File: config.mk
export PLATFORM = sky130hd
export DESIGN_NAME = rbs_select
export DESIGN_NICKNAME = d
export VERILOG_FILES = /design/src/design/room_booking_scheduler_assert.svh /design/src/design/rbs_pkg.sv /design/src/design/rbs_select.sv
export SDC_FILE = /design/constraint.sdc
export NUM_CORES = 2
export LEC_CHECK = 0
export BUFFER_PORTS_ARGS = -buffer_cell sky130_fd_sc_hd__buf_2
export CORE_MARGIN = 10
export CORE_UTILIZATION = 35
export DETAILED_ROUTE_END_ITERATION = 16
export GPL_TIMING_DRIVEN = 1
export PLACE_DENSITY_LB_ADDON = 0.15
export SYNTH_ARGS = -nofsm -noshare
export SYNTH_HDL_FRONTEND = slang
export SYNTH_SLANG_ARGS = --single-unit
File: constraint.sdc
create_clock -name vclk -period 15.9
set_input_delay 1.59 -clock vclk [all_inputs]
set_output_delay 1.59 -clock vclk [all_outputs]
set_load 0.02 [all_outputs]
File: src/design/room_booking_scheduler_assert.svh
// Assertion macros used by the room booking scheduler RTL.
`ifndef ROOM_BOOKING_SCHEDULER_ASSERT_SVH
`define ROOM_BOOKING_SCHEDULER_ASSERT_SVH

// Checks that the consequent holds in the same cycle as the antecedent.
`define RBS_ASSERT_SAME(label, clk, rst_n, ante, cons) \
  label: assert property (@(posedge clk) disable iff (!rst_n) (ante) |-> (cons)) \
    else $error("room booking scheduler: same-cycle check failed");

// Checks that the consequent holds in the cycle after the antecedent.
`define RBS_ASSERT_NEXT(label, clk, rst_n, ante, cons) \
  label: assert property (@(posedge clk) disable iff (!rst_n) (ante) |=> (cons)) \
    else $error("room booking scheduler: next-cycle check failed");

`endif

File: src/design/rbs_pkg.sv
// Shared widths, types and constants of the room booking scheduler.
package rbs_pkg;

  localparam int TIME_W   = 32;
  localparam int FINISH_W = 48;
  localparam int COUNT_W  = 32;
  localparam int IDX_W    = 4;
  localparam int CFG_W    = 5;

  typedef logic [TIME_W-1:0]   time_t;
  typedef logic [FINISH_W-1:0] finish_t;
  typedef logic [COUNT_W-1:0]  count_t;
  typedef logic [IDX_W-1:0]    idx_t;
  typedef logic [CFG_W-1:0]    cfg_t;

  localparam cfg_t    ROOMS_RESET = 5'd16;
  localparam finish_t FINISH_MAX  = {FINISH_W{1'b1}};
  localparam count_t  COUNT_MAX   = {COUNT_W{1'b1}};

endpackage

File: src/design/rbs_select.sv
// Room selection: lowest free room, or earliest-finishing room via a compare tree.
module rbs_select #(
  parameter int NumRooms = 16,
  parameter int RoomW    = 4
) (
  input  rbs_pkg::finish_t [NumRooms-1:0] finish_i,
  input  rbs_pkg::time_t                  start_i,
  input  rbs_pkg::cfg_t                   rooms_in_use_i,
  output logic [RoomW-1:0]                room_o,
  output logic                            delayed_o,
  output rbs_pkg::finish_t                old_finish_o
);
  import rbs_pkg::*;

  localparam int P    = 1 << RoomW;
  localparam int KeyW = FINISH_W + 1;

  logic [NumRooms-1:0] enable;
  logic [NumRooms-1:0] free;
  logic [RoomW-1:0]    free_idx;
  logic [KeyW-1:0]     key [RoomW+1][P];
  logic [RoomW-1:0]    idx [RoomW+1][P];

  always_comb begin
    for (int i = 0; i < NumRooms; i++) begin
      enable[i] = (i == 0) || (i < int'(rooms_in_use_i));
      free[i]   = enable[i] && (finish_i[i] <= FINISH_W'(start_i));
    end
  end

  always_comb begin
    free_idx = '0;
    for (int i = NumRooms - 1; i >= 0; i--) begin
      if (free[i]) begin
        free_idx = RoomW'(i);
      end
    end
  end

  always_comb begin
    for (int l = 0; l <= RoomW; l++) begin
      for (int n = 0; n < P; n++) begin
        key[l][n] = '0;
        idx[l][n] = '0;
      end
    end
    for (int n = 0; n < P; n++) begin
      idx[0][n] = RoomW'(n);
      if (n < NumRooms) begin
        key[0][n] = {~enable[n], finish_i[n]};
      end else begin
        key[0][n] = {KeyW{1'b1}};
      end
    end
    for (int l = 0; l < RoomW; l++) begin
      for (int n = 0; n < (P >> (l + 1)); n++) begin
        if (key[l][2*n] <= key[l][2*n+1]) begin
          key[l+1][n] = key[l][2*n];
          idx[l+1][n] = idx[l][2*n];
        end else begin
          key[l+1][n] = key[l][2*n+1];
          idx[l+1][n] = idx[l][2*n+1];
        end
      end
    end
  end

  assign delayed_o    = ~(|free);
  assign room_o       = delayed_o ? idx[RoomW][0] : free_idx;
  assign old_finish_o = key[RoomW][0][FINISH_W-1:0];

endmodule

## Yosys cells after proc, flatten, opt, wreduce, memory -nomap -nowiden

Index checks and enable logic that the tools add are counted.

| operators by class | value |
|---|---|
| bitwise gates (word level) | 16 |
| reduce and logical (&&, ||, !) cells | 16 |
| mux-type cells | 47 |
| magnitude comparators | 46 |

Operators with widths:

| cell | number |
|---|---|
| less-or-equal comparator 48 x 32 -> 1 bit | 16 |
| less-or-equal comparator 49 bit | 14 |
| 2-to-1 mux 49 bit | 14 |
| 2-to-1 mux 4 bit | 20 |
| less-or-equal comparator 48 x 49 -> 1 bit | 1 |
| 2-to-1 mux 48 bit | 1 |
| < comparator 4 x 5 -> 1 bit (first input constant) | 8 |
| < comparator 3 x 5 -> 1 bit (first input constant) | 4 |
| NOT 1 bit | 16 |
| OR reduction 16 bit | 1 |
| logical AND 1 bit | 15 |
| < comparator 2 x 5 -> 1 bit (first input constant) | 2 |
| 2-to-1 mux 1 bit | 8 |
| 2-to-1 mux 2 bit | 4 |
| < comparator 1 x 5 -> 1 bit (first input constant) | 1 |

| storage, ports and cells | value |
|---|---|
| register bits after elaboration | 0 |
| word-level logic and storage cells | 125 |
| output and inout bits | 53 |

## Logic depth before layout (Yosys ltp)

| depth | value |
|---|---|
| depth after elaboration | 19 |
| mapped depth | 53 |
| mapped depth without buffers | 45 |

## Worst setup path after synthesis

No wires, ideal clock.

| path | value |
|---|---|
| kind | input to output |
| start | input port rooms_in_use_i[2] |
| end | output port old_finish_o[37] |
| path slack | 2.808 ns |
| arrival | 11.502 ns |
| path buffers | 7 |
| stages on the path | 48 |
| cell sequence | clkbuf_1 -> nand2_1 -> nor2_1 -> nor2_1 -> ha_1 -> nand4_1 -> nor4_1 -> nand2_1 -> nor3_1 -> and4_1 -> nor3_1 -> a41oi_1 -> clkbuf_1 -> mux2i_1 -> ha_1 -> nand4_1 -> nor4_1 -> nand2_1 -> (+12 left out) -> a2111oi_0 -> o21ai_0 -> o211a_1 -> clkbuf_1 -> buf_1 -> mux2i_1 -> ha_1 -> a21o_1 -> a21o_1 -> a221o_1 -> a311o_1 -> nand3_1 -> o211ai_1 -> nand2_1 -> clkbuf_1 -> clkbuf_1 -> o22ai_1 -> nor2_1 |

| between the ends | value |
|---|---|
| word-level cells in the longest chain between the ends | 10 |

RTL lines:

| what | RTL line | source |
|---|---|---|
| from (decl) | rbs_select.sv:8 | `input rbs_pkg::cfg_t rooms_in_use_i,` |
| < comparator 1 x 5 -> 1 bit, or another cell as far along | rbs_select.sv:26 | `enable[i] = (i == 0) \|\| (i < int'(rooms_in_use_i));` |
| NOT 1 bit | rbs_select.sv:50 | `key[0][n] = {~enable[n], finish_i[n]};` |
| less-or-equal comparator 48 x 49 -> 1 bit / less-or-equal comparator 49 bit (equally long branches) | rbs_select.sv:57 | `if (key[l][2*n] <= key[l][2*n+1]) begin` |
| 2-to-1 mux 49 bit | rbs_select.sv:57 |  |
| less-or-equal comparator 49 bit | rbs_select.sv:57 |  |
| 2-to-1 mux 49 bit | rbs_select.sv:57 |  |
| less-or-equal comparator 49 bit | rbs_select.sv:57 |  |
| 2-to-1 mux 49 bit | rbs_select.sv:57 |  |
| less-or-equal comparator 49 bit | rbs_select.sv:57 |  |
| 2-to-1 mux 48 bit * | rbs_select.sv:57 |  |
| to (decl) | rbs_select.sv:11 | `output rbs_pkg::finish_t old_finish_o` |

Every way passes the cells marked *; elsewhere a longest branch is shown, timed or not.

## Worst setup path after layout

| path | value |
|---|---|
| start | input port rooms_in_use_i[4] |
| end | output port old_finish_o[20] |

Same word-level chain as after synthesis.

==> summary by stage <==
Cells and area
The sequential cell area is 0 µm². The final design instance area without fill is 0.0464 mm². The utilization after layout is 42.1%.

The area growth from synthesis to layout is 19.6%. The post-route netlist has 19.2% of its cells at a drive strength greater than 1. In the final design database the tool counted 8,059 nets. The sequential cell count of the final layout is 0. The layout has 0 clock buffers. The count of fill cells added during filler insertion is 11,703.

CTS
The hold buffer count at cts is 0.

Setup path
The worst setup path is captured at a primary output. The worst setup path is launched from a primary input. The data required time of the worst path is 14.31 ns.

The most common cell type on the critical path is buf_4. Of all nets on the critical path, the largest fanout is 36. For this run, the slowest stage of the critical path takes 0.70 ns. The largest individual stage delay along the critical path comes from the cell or4_1. The data arrival time of the worst path is 13.94 ns. The critical path is of the in -> out type.

Logic synthesis
Ranked by total cell area, the synthesized netlist is headed by ha_1, mux2i_1, inv_1. Summing every instance area after synthesis gives 0.0388 mm². The fraction of synthesized cell area taken by the top area cell type is 40.1%. The biggest area consumer among synthesized cells is ha_1. Counting distinct cell types in the post-synthesis netlist gives 73. The Yosys warning count is 0. Synthesis produced a netlist with a net count of 7,107. The post-synthesis average cell area is 7.68 µm². The share of the yosys chip area belonging to registers is 0%. The gate count of the mapped netlist is 5,056.

Route
Using the TritonRoute via totals, the vias-per-cell ratio works out to 5.96. After detailed routing, the average wire length per cell comes to 30.2 µm. The detailed-route DRC error count is 0. The detailed-routing iteration count for the pre-antenna-repair pass is 8.

The violation count after the first detailed-route iteration is 4,153. The count of nets left with antenna violations once routing finished came out at 0. For this block, the via count after detailed routing is 44,792. Summed over all layers, the routed wires come to 227,000 µm.

GRT
The number of global-route vias before repair was 43,686. The initial antenna violation count is 47. The first global-routing pass estimated 315,000 µm of wire. The maximum number of pins on one net before global-route repair is 46. For this run the aggregate overflow at the end of global routing stands at 0. The global-route usage over all layers is 34.1%.

Status
The run finished with clean final reports.

Floorplan
Once the floorplan was initialized, standard cells occupied 35.2% of the core. The vertical die dimension is 353 µm. Pin placement for this block handled 858 I/O pins. Row generation in the floorplan step produced 122 rows.

The die covers 0.125 mm². The core box area is 0.110 mm². The die is 353 µm wide.

Min path
The path class of the tightest hold or removal check is in -> out.

STA
The time the final worst path needs with I/O delays and setup is 15.53 ns. The worst slew margin relative to its limit is 25.5%. The final critical-path share of the clock period is 97.7%. The upper clock frequency limit is 64.4 MHz. The setup-violating endpoint count in the final report is 0. The final hold violation count is 0. The max-slew violation count is 0. The pin slew with the least headroom to its limit is 1.11 ns.

Placement
Once detailed placement completed, the half-perimeter wirelength came to 198,000 µm. Buffers placed on the I/O ports in this run total 858. The final weighted congestion of routability-driven global placement is 1.01. The post-place instance area is 0.0462 mm².

Run
The tool flagged a number of max-cap violations equal to 0.
final timing paths:
check	cells past startpoint	end	slack (ns)	startpoint
setup / recovery	49	old_finish_o[20]	0.37	rooms_in_use_i[4]
hold / removal	6	old_finish_o[0]	4.08	finish_i[480]
cell families after synthesis:
family	after synthesis	share of synthesized area (%)
AOI/OAI and AO/OA	1191	19.3
and+or+nand+nor	1089	14.5
muxes	680	17.7
other	1	0.00966
adders and majority gates	1246	40.1
buffers and inverters	849	8.33
placed cells by master (no fill, tap or decap), drive strengths merged, types with 10 or more instances in the layout:
cell type,n
a2111oi,23
a211o,10
a211oi,64
a21o,166
a21oi,375
a221oi,22
a31oi,25
and3,13
and4,26
buf,1049
diode,17
ha,1246
inv,748
mux2,49
mux2i,631
nand2,225
nand2b,21
nand3,106
nand4,241
nor2,212
nor2b,38
nor3,64
nor4,94
o211ai,50
o21a,34
o21ai,219
o21bai,15
o22ai,103
o31ai,15
or3,10
routing by layer:
| metal | routed length [µm] | up-vias | GRT usage (%) | share of wire [%] |
|---|---|---|---|---|
| met3 | 17800 | 494 | 5.50 | 7.8 |
| met5 | 167 | - | 0 | 0.074 |
| met4 | 13000 | 24 | 15.8 | 5.7 |
| met1 | 90700 | 21204 | 41.2 | 40 |
| met2 | 105000 | 2058 | 58.4 | 46 |
| li1 | - | 21012 | - | - |
cell usage after synthesis, drive strengths merged (13+ instances only):
cell type	n
a2111oi	23
a211oi	64
a21o	166
a21oi	375
a221oi	22
a31oi	25
and3	13
and4	26
buf	44
clkbuf	56
ha	1246
inv	748
mux2	49
mux2i	631
nand2	225
nand2b	21
nand3	106
nand4	241
nor2	212
nor2b	38
nor3	64
nor4	94
o211ai	50
o21a	34
o21ai	219
o21bai	15
o22ai	103
o31ai	15
repair_timing:
action | CTS | global route
endpoints found under the setup margin | 51 | 51
buffers inserted | 2 | 0
gates cloned | 0 | 1
pin swaps | 1 | 1
resized for setup | 2 | 25
stage by stage:
| step | hold slack [ns] | worst slack, ns | TNS, ns | std cells |
|---|---|---|---|---|
| floorplan | 3.64 | 2.81 | 0 | 5056 |
| global placement | 4.04 | -0.479 | -13.69 | 7491 |
| detailed placement | 4.06 | -0.486 | -13.84 | 7491 |
| finish | 4.08 | 0.373 | 0 | 7511 |
| CTS | 4.07 | 0.113 | 0 | 7493 |
| global route | 4.17 | -0.00205 | -0.00205 | 7507 |
area by class of cell:
type / instances / area (µm²) / area share, %
tap: 1488 / 1860 / 4.01
multi-input combinational: 4208 / 35800 / 77.2
inverter: 749 / 2820 / 6.07
timing repair buffer: 1049 / 5880 / 12.7
antenna: 17 / 42.5 / 0.0916
worst max-delay path: cells and delay by family:
family,cells,cell delay (ns)
AOI/OAI and AO/OA,16,4.01
adders and majority gates,3,0.88
buffers and inverters,12,2.48
muxes,3,1.21
and+or+nand+nor,15,3.67
