## config.mk

```make
export PLATFORM = sky130hd
export DESIGN_NAME = rbs_rooms
export DESIGN_NICKNAME = d
export VERILOG_FILES = /design/src/design/room_booking_scheduler_assert.svh /design/src/design/rbs_pkg.sv /design/src/design/rbs_rooms.sv
export SDC_FILE = /design/constraint.sdc
export NUM_CORES = 2
export LEC_CHECK = 0
export CORE_AREA = 4 4 380 382
export DETAILED_ROUTE_END_ITERATION = 7
export DIE_AREA = 0 0 384 386
export DONT_BUFFER_PORTS = 1
export HOLD_SLACK_MARGIN = 0.08
export PLACE_DENSITY = 0.56
export SLEW_MARGIN = 30
export SYNTH_ARGS = -nofsm -noshare
export SYNTH_HDL_FRONTEND = slang
export SYNTH_SLANG_ARGS = --single-unit
```

## constraint.sdc

```tcl
create_clock -name clk_i -period 6.9 [get_ports clk_i]
set_clock_uncertainty 0.05 [all_clocks]
set_input_delay 0.69 -clock clk_i [delete_from_list [all_inputs] [get_ports clk_i]]
set_output_delay 0.69 -clock clk_i [all_outputs]
set_load 0.02 [all_outputs]
```

## src/design/room_booking_scheduler_assert.svh

```systemverilog
// Assertion macros used by the room booking scheduler RTL.
`ifndef ROOM_BOOKING_SCHEDULER_ASSERT_SVH
`define ROOM_BOOKING_SCHEDULER_ASSERT_SVH

// Checks that the consequent holds in the same cycle as the antecedent.
`define RBS_ASSERT_SAME(label, clk, rst_n, ante, cons) \
  label: assert property (@(posedge clk) disable iff (!rst_n) (ante) |-> (cons)) \
    else $error("room booking scheduler: same-cycle check failed");

// Checks that the consequent holds in the cycle after the antecedent.
`define RBS_ASSERT_NEXT(label, clk, rst_n, ante, cons) \
  label: assert property (@(posedge clk) disable iff (!rst_n) (ante) |=> (cons)) \
    else $error("room booking scheduler: next-cycle check failed");

`endif

```

## src/design/rbs_pkg.sv

```systemverilog
// Shared widths, types and constants of the room booking scheduler.
package rbs_pkg;

  localparam int TIME_W   = 32;
  localparam int FINISH_W = 48;
  localparam int COUNT_W  = 32;
  localparam int IDX_W    = 4;
  localparam int CFG_W    = 5;

  typedef logic [TIME_W-1:0]   time_t;
  typedef logic [FINISH_W-1:0] finish_t;
  typedef logic [COUNT_W-1:0]  count_t;
  typedef logic [IDX_W-1:0]    idx_t;
  typedef logic [CFG_W-1:0]    cfg_t;

  localparam cfg_t    ROOMS_RESET = 5'd16;
  localparam finish_t FINISH_MAX  = {FINISH_W{1'b1}};
  localparam count_t  COUNT_MAX   = {COUNT_W{1'b1}};

endpackage

```

## src/design/rbs_rooms.sv

```systemverilog
// Room state: finish times, booking counts, running best room and last start.
module rbs_rooms #(
  parameter int NumRooms = 16,
  parameter int RoomW    = 4
) (
  input  logic                            clk_i,
  input  logic                            rst_ni,
  input  logic                            upd_en_i,
  input  logic [RoomW-1:0]                room_i,
  input  rbs_pkg::finish_t                new_finish_i,
  input  rbs_pkg::time_t                  start_i,
  output rbs_pkg::finish_t [NumRooms-1:0] finish_o,
  output rbs_pkg::time_t                  prev_start_o,
  output logic [RoomW-1:0]                next_top_room_o,
  output rbs_pkg::count_t                 next_top_count_o
);
  import rbs_pkg::*;

  finish_t          finish_q   [NumRooms];
  count_t           bookings_q [NumRooms];
  logic [RoomW-1:0] top_room_q;
  logic [RoomW-1:0] top_room_d;
  count_t           top_count_q;
  count_t           top_count_d;
  time_t            prev_start_q;
  count_t           cur_count;
  count_t           inc_count;
  logic             better;

  always_comb begin
    for (int i = 0; i < NumRooms; i++) begin
      finish_o[i] = finish_q[i];
    end
  end

  assign cur_count = bookings_q[room_i];
  assign inc_count = (cur_count == COUNT_MAX) ? cur_count : cur_count + 1'b1;
  assign better    = (inc_count > top_count_q) ||
                     ((inc_count == top_count_q) && (room_i < top_room_q));

  always_comb begin
    top_room_d  = top_room_q;
    top_count_d = top_count_q;
    if (upd_en_i && better) begin
      top_room_d  = room_i;
      top_count_d = inc_count;
    end
  end

  always_ff @(posedge clk_i or negedge rst_ni) begin
    if (!rst_ni) begin
      for (int i = 0; i < NumRooms; i++) begin
        finish_q[i]   <= '0;
        bookings_q[i] <= '0;
      end
      top_room_q   <= '0;
      top_count_q  <= '0;
      prev_start_q <= '0;
    end else begin
      top_room_q  <= top_room_d;
      top_count_q <= top_count_d;
      if (upd_en_i) begin
        finish_q[room_i]   <= new_finish_i;
        bookings_q[room_i] <= inc_count;
        prev_start_q       <= start_i;
      end
    end
  end

  assign prev_start_o     = prev_start_q;
  assign next_top_room_o  = top_room_d;
  assign next_top_count_o = top_count_d;

endmodule
```

; ---- Word level (Yosys, flattened, before mapping)
; Cells that the tools add are included.
[classes]
add_sub_neg = 1
n_mul = 0
n_div = 0
magnitude_cmp = 4
eq_ne = 2
shifts = 0
n_mux = 12
bitwise_logic = 1
reduce_logical = 4
[op_table]
columns = operator, count
row1 = $bwmux 768, 1
row2 = $bwmux 512, 1
row3 = $demux 48 s4, 1
row4 = $mux 32, 5
row5 = $bmux 32 s4, 1
row6 = $demux 32 s4, 1
row7 = $mux 48, 1
row8 = $add 32x1->32 const B, 1
row9 = $eq 32x32->1, 1
row10 = $eq 32x32->1 const B, 1
row11 = $gt 32x32->1, 1
row12 = $ge 5x5->1 const B, 1
row13 = $lt 5x1->1 const B, 1
row14 = $not 4->5, 1
row15 = $lt 4x4->1, 1
row16 = $mux 4, 1
row17 = $logic_and 1x1->1, 3
row18 = $logic_or 1x1->1, 1
[totals]
register_bits = 1348
latch_bits = 0
mem_bits_rw = 0
mem_bits_ro = 0
input_bits = 87
out_inout_bits = 836
word_cells = 59
memories = 0

; ---- Logic depth before layout (Yosys ltp)
[logic_depth]
ltp_word = 11
ltp_mapped = 26
mapped_depth_nobuf = 18

; ---- Worst setup path after synthesis
; Ideal clock, no wire load.
[synth_path]
path_kind = input port to output port
start = in room_i[0]
end = out next_top_room_o[1]
arrival_time_ps = 5991
required_ps = 6160
setup_slack_ps = 169
cell_stages = 23
n_path_buf = 7
cell_sequence = buf_6 -> buf_8 -> buf_6 -> buf_6 -> mux4_2 -> mux4_2 -> ha_1 -> nand4_2 -> nor4_2 -> a2111oi_1 -> xnor2_1 -> buf_2 -> inv_1 -> ha_1 -> a21oi_1 -> nor2_1 -> o311ai_0 -> a21boi_0 -> nor4_1 -> a21oi_1 -> clkbuf_1 -> clkbuf_1 -> o21ai_0
[synth_via]
elab_chain_len = 11
word_cells_on_any_way = 14
cone_classes = add/sub: 1 / order compare: 2 / eq/ne: 2 / mux: 5 / bitwise: 1 / reduce/logical: 3
[synth_rtl]
columns = item, line
row1 = start: declaration, rbs_rooms.sv:9  ; input logic [RoomW-1:0] room_i,
row2 = $not 4->5 (not written as such) *, rbs_rooms.sv:36  ; assign cur_count = bookings_q[room_i];
row3 = $bmux 32 s4 *, rbs_rooms.sv:36
row4 = $mux 32 (not written as such) * (2 in series), rbs_rooms.sv:36
row5 = $add 32x1->32 / $eq 32x32->1 (equally long branches), rbs_rooms.sv:37  ; assign inc_count = (cur_count == COUNT_MAX) ? cur_count : cur_count + 1'b1;
row6 = $mux 32 *, rbs_rooms.sv:37
row7 = named net inc_count[25], rbs_rooms.sv:27  ; count_t inc_count;
row8 = branches (longest 2 deep; another with $gt 32x32->1), n/a
row9 = $logic_or 1x1->1 *, rbs_rooms.sv:38  ; assign better = (inc_count > top_count_q) ||
row10 = $logic_and 1x1->1 *, rbs_rooms.sv:44  ; if (upd_en_i && better) begin
row11 = $mux 4 *, rbs_rooms.sv:44
row12 = end: declaration, rbs_rooms.sv:14  ; output logic [RoomW-1:0] next_top_room_o,
; Mark *: on every way through the listed nets, which the timed path passes. The select of a mux whose other input is x is not followed.

; ---- Worst setup path in the final report
[layout_path]
start = reg bookings_q[71] in the netlist's numbering
end = out next_top_count_o[4]
[layout_via]
elab_chain_len = 10
word_cells_on_any_way = 12
cone_classes = add/sub: 1 / order compare: 1 / eq/ne: 2 / mux: 5 / reduce/logical: 3
[layout_rtl]
columns = item, line
row1 = start: declaration, rbs_rooms.sv:20  ; count_t bookings_q [NumRooms];
row2 = start signal: indexed assignment, rbs_rooms.sv:64  ; bookings_q[room_i] <= inc_count;
row3 = $bmux 32 s4 *, rbs_rooms.sv:36
row4 = $mux 32 (not written as such) * (2 in series), rbs_rooms.sv:36
row5 = $add 32x1->32 / $eq 32x32->1 (equally long branches), rbs_rooms.sv:37
row6 = $mux 32 *, rbs_rooms.sv:37
row7 = named net inc_count[25], rbs_rooms.sv:27
row8 = branches (longest 2 deep; another with $gt 32x32->1), n/a
row9 = $logic_or 1x1->1 *, rbs_rooms.sv:38
row10 = $logic_and 1x1->1 *, rbs_rooms.sv:44
row11 = $mux 32 *, rbs_rooms.sv:44
row12 = end: declaration, rbs_rooms.sv:15  ; output rbs_pkg::count_t next_top_count_o
; Marked as above.

==> summary.md <==
| Metric | Value |
|---|---|
| CTS Sinks | 1348 |
| Largest net degree at the start of global routing | roughly 180 |
| DPL Wire Length | roughly 140000 µm |
| CP required | 6.16 ns |
| Clk buf depth | 3 |
| Vias/cell | ~5.5 |
| Met1 Use GR | between 30% and 40% |
| Pint | 15.2 mW |
| Status | completed |
| Final setup vio count | 0 |
| Post-synthesis mux area share | 6.68% |
| Row cnt | approximately 140 |
| Total CTS buffers | 150 |
| Worst vdd rail ir drop | 0.219 mV |
| Synth Area in Compound Gates | between 6 and 7% |
| DRC errors left | 0 |
| Worst Hold Depth | 3 |
| Dpl ws | between 0.2 and 0.3 ns |
| First-pass GRT wire length | 307000 µm |
| Worst Path Max Fanout | 54 |
| Storage element area | 33700 µm² |
| Latest clock arrival within the worst-skew pair | about 0.80 ns |
| Post-CTS Setup Repair Bufs | 0 |
| Congestion Overflow GR | 0 |
| Routing usage on met2 | ~43% |
| I/O pins | ~920 |
| Aggregate routed wire length | ~210000 µm |
| Max frequency | approximately 150 MHz |
| Syn-to-layout area delta | 15.2% |
| Post-Synth Adder-Cell Area | 0.804% |
| Final worst-path cycle share | 98.0% |
| CP max-delay cell | a2111oi_1 |
| Combinational share of power | between 10% and 20% |
| Pins Over Slew Limit | 0 |
| Arr. time, crit path | approximately 6.0 ns |
| Crit-path leading delay family | compound AO/OA/AOI/OAI gates |
| Mapped Cells | slightly below 6000 |
| Reg clk slew, reported paths | around 0.060 ns |
| Crit-path cells | mux4_1 > a22oi_1 > and3_1 > or4_1 > nor4_2 > a2111oi_1 > xnor2_1 > inv_1 > ha_1 > a21oi_1 > nor2_1 > o311ai_0 > a21boi_0 > nor4_1 > a21oi_4 > buf_12 > a21oi_1 |
| Most frequent CP cell | a21oi_1 |
| Fin. Hold Viols | 0 |
| P per Cell Area | ~360 nW/µm² |
| Synthesized flop and latch total | roughly 1300 |
| WL/cell | 27.4 µm |
| Port bufs | 0 |
| Hold Crit Class | in2reg |
| Clock Power Share | a little over a third |
| Via count | 42900 |
| Startpoint types | register |
| Most frequent cells in the layout | nand2_1, dfrtp_1, o21ai_0 |
| GRT busiest layer | met2 |
| RSZ-0062 raised after global routing | yes |
| Chip height | a little under 400 µm |
| Post-synthesis cell type count | 66 |
| Post-synth top flop | dfrtp_1 |
| Mapped Area | ~56000 µm² |
| Pleak | between 30 and 40 nW |
| Core ar. | 141000 µm² |
| CTS root buf | clkbuf_16 |
| Switch share | between 30% and 40% |
| Crit path buf inv count | 2 |
| Post-synthesis simple-gate area fraction | between 20% and 30% |
| Synth Net Count | 5988 |
| Sequential share of the synthesized area | 60.2% |
| Most common cell after layout, fill and taps aside | nand2_1 |
| Starting density of the core | 39.7% |
| Crit end category | output port |
| Worst R2R Path Depth | 17 |
| Post-route ant nets | 0 |
| Area of the die | roughly 150000 µm² |
| Post-synthesis xor/xnor area fraction | 0.328% |
| Vias in the first global route | slightly above 40000 |
| All-Layer GR Usage | about 28% |
| RePlAce Congestion | approximately 0.89 |
| Levels on crit path | 17 |
| Initial antenna violation count | 25 |
| CTS tree | yes |
| Post-DP Area | between 50000 and 60000 µm² |
| Largest stage delay, worst path | between 0.5 and 0.6 ns |
| DR pass1 iterations | 8 |
| P_sw | around 8 mW |
| Worst slew pin tran | about 1.1 ns |
| Synth Warn # | 0 |
| Part of the power in registers | approximately half |
| Largest family of logic cells by synthesized area | simple AND/OR/NAND/NOR gates |
| Post-synth EDFFs | 0 |
| # nets final | roughly 5900 |
| DR iter-0 viols | 4367 |
| Async S/R FF share, synth | 100% |
| H-tree levels | 4 |
| Max Cap Viol | 0 |
| Syn_area_per_cell | around 9.6 µm² |
| Post-layout util | a little under half |
| Fill count | between 10000 and 15000 |
| Fin worst setup slack | around 0.14 ns |
| Finished Cell Area | approximately 65000 µm² |
| Area of the multi-input gates | roughly 20000 µm² |
| Die Wd | between 300 and 400 µm |
| Power after layout | roughly 23 mW |
| Slew headroom | between 20 and 30% |
| Layout cell share with drive strength beyond 1 | a little over a tenth |
| Crit path time final | ~6.8 ns |
| Worst setup path category | reg2out |
| Met3 GRT Util | a little under a tenth |
## per-stage QoR
| step | std cells | setup TNS, ns | hold slack (ns) |
|---|---|---|---|
| after floorplan | 5865 | 0 | 0.344 |
| after global placement | 7387 | 0 | 0.346 |
| after detailed placement | 7397 | 0 | 0.347 |
| after CTS | 7785 | 0 | 0.0808 |
| after global routing | 7795 | -0.404 | 0.110 |
| final | 7805 | 0 | 0.151 |
## per-layer routing
metal	up-vias	wire (µm)
li1	18700	-
met1	21600	83800
met2	2155	97700
met3	494	22000
met4	18	10200
met5	-	103
## cell families after synthesis
logic type	after synthesis
buffers and inverters	537
XOR/XNOR	21
AO/OA/AOI/OAI	662
adder cells (fa/ha/maj)	36
multiplexers	200
AND/OR/NAND/NOR	3061
flip-flops	1348
## worst register-to-register path, stage by stage, from the launching register on
cell and delay [ns]:
dfrtp_1 0.38, mux4_1 0.54, a22oi_1 0.18, and3_1 0.37, or4_1 0.40, nor4_2 0.14, a2111oi_1 0.57, xnor2_1 0.21
inv_1 0.06, ha_1 0.29, a21oi_1 0.14, nor2_1 0.05, o311ai_0 0.34, a21boi_0 0.19, nor4_1 0.49, a21oi_4 0.12
buf_12 0.23, a21oi_1 0.54
## power by group through the flow
stage | registers, mW | clock network [mW] | logic, mW
floorplan | 11.1 | 0 | 1.92
global placement | 11.9 | 0 | 2.50
detailed placement | 11.9 | 0 | 2.63
CTS | 11.8 | 8.49 | 2.83
global route | 11.9 | 8.81 | 3.22
finish | 11.8 | 8.36 | 2.86
## worst paths after layout
check / from / endpoint / slack (ns)
max in group asynchronous: rst_ni / finish_o[474]$_DFFE_PN0P_ / 2.34
worst min-delay path: new_finish_i[20] / finish_o[596]$_DFFE_PN0P_ / 0.15
worst min register to register: bookings_q[455]$_DFFE_PN0P_ / bookings_q[455]$_DFFE_PN0P_ / 0.42
worst max-delay path: bookings_q[71]$_DFFE_PN0P_ / next_top_count_o[4] / 0.14
worst max register to register: bookings_q[71]$_DFFE_PN0P_ / top_count_q[4]$_DFF_PN0_ / 1.43
min in group asynchronous: rst_ni / finish_o[580]$_DFFE_PN0P_ / 0.34
## sequential cells by signal (all words and copies together), names as in the netlist
signal / count
top_count_q: 32
top_room_q: 4
bookings_q: 512
finish_o: 768
prev_start_o: 32
## timing repair
action	CTS	global route
setup endpoints to repair	2	22
gates cloned	0	0
hold endpoints to repair	927	0
hold buffers	118	0
resized for setup	2	12
## synth_stat cells (all sizes together), types with 2 or more instances
| master | number | area [µm²] |
|---|---|---|
| or3 | 2 | 12.5 |
| a22oi | 52 | 390 |
| a211oi | 2 | 15.0 |
| xor2 | 8 | 70.1 |
| o2111ai | 3 | 26.3 |
| o31a | 16 | 140 |
| nand2 | 2788 | 10500 |
| o311ai | 5 | 43.8 |
| a21o | 5 | 37.5 |
| nor3b | 4 | 30.0 |
| a311oi | 2 | 17.5 |
| xnor2 | 13 | 114 |
| inv | 58 | 218 |
| or2 | 3 | 18.8 |
| buf | 73 | 478 |
| mux2i | 4 | 40.0 |
| clkbuf | 406 | 1520 |
| nor4 | 5 | 67.6 |
| o31ai | 4 | 30.0 |
| nor2b | 6 | 37.5 |
| a22o | 4 | 35.0 |
| a221oi | 3 | 26.3 |
| nor2 | 138 | 518 |
| a21bo | 3 | 30.0 |
| nor3 | 29 | 150 |
| o21ai | 391 | 1960 |
| dfrtp | 1348 | 33700 |
| and3 | 6 | 37.5 |
| a31oi | 123 | 782 |
| a21boi | 3 | 22.5 |
| a21oi | 41 | 209 |
| mux4 | 129 | 2950 |
| ha | 36 | 450 |
| nand4 | 19 | 153 |
| mux2 | 67 | 754 |
| nand2b | 19 | 119 |
| nand3 | 23 | 115 |
| and4 | 9 | 83.8 |
| and2 | 5 | 31.3 |
## layout make-up
| class | count | share of cell area (%) |
|---|---|---|
| flip-flops and latches | 1348 | 52.3 |
| multi-input cells | 3980 | 31.7 |
| clock buffers | 233 | 7.02 |
| repair buffers | 244 | 4.03 |
| well taps | 1890 | 3.66 |
| clock inverters | 37 | 0.966 |
| inverters | 58 | 0.337 |
| diodes | 15 | 0.0582 |
(Power assumes the default switching activity.)
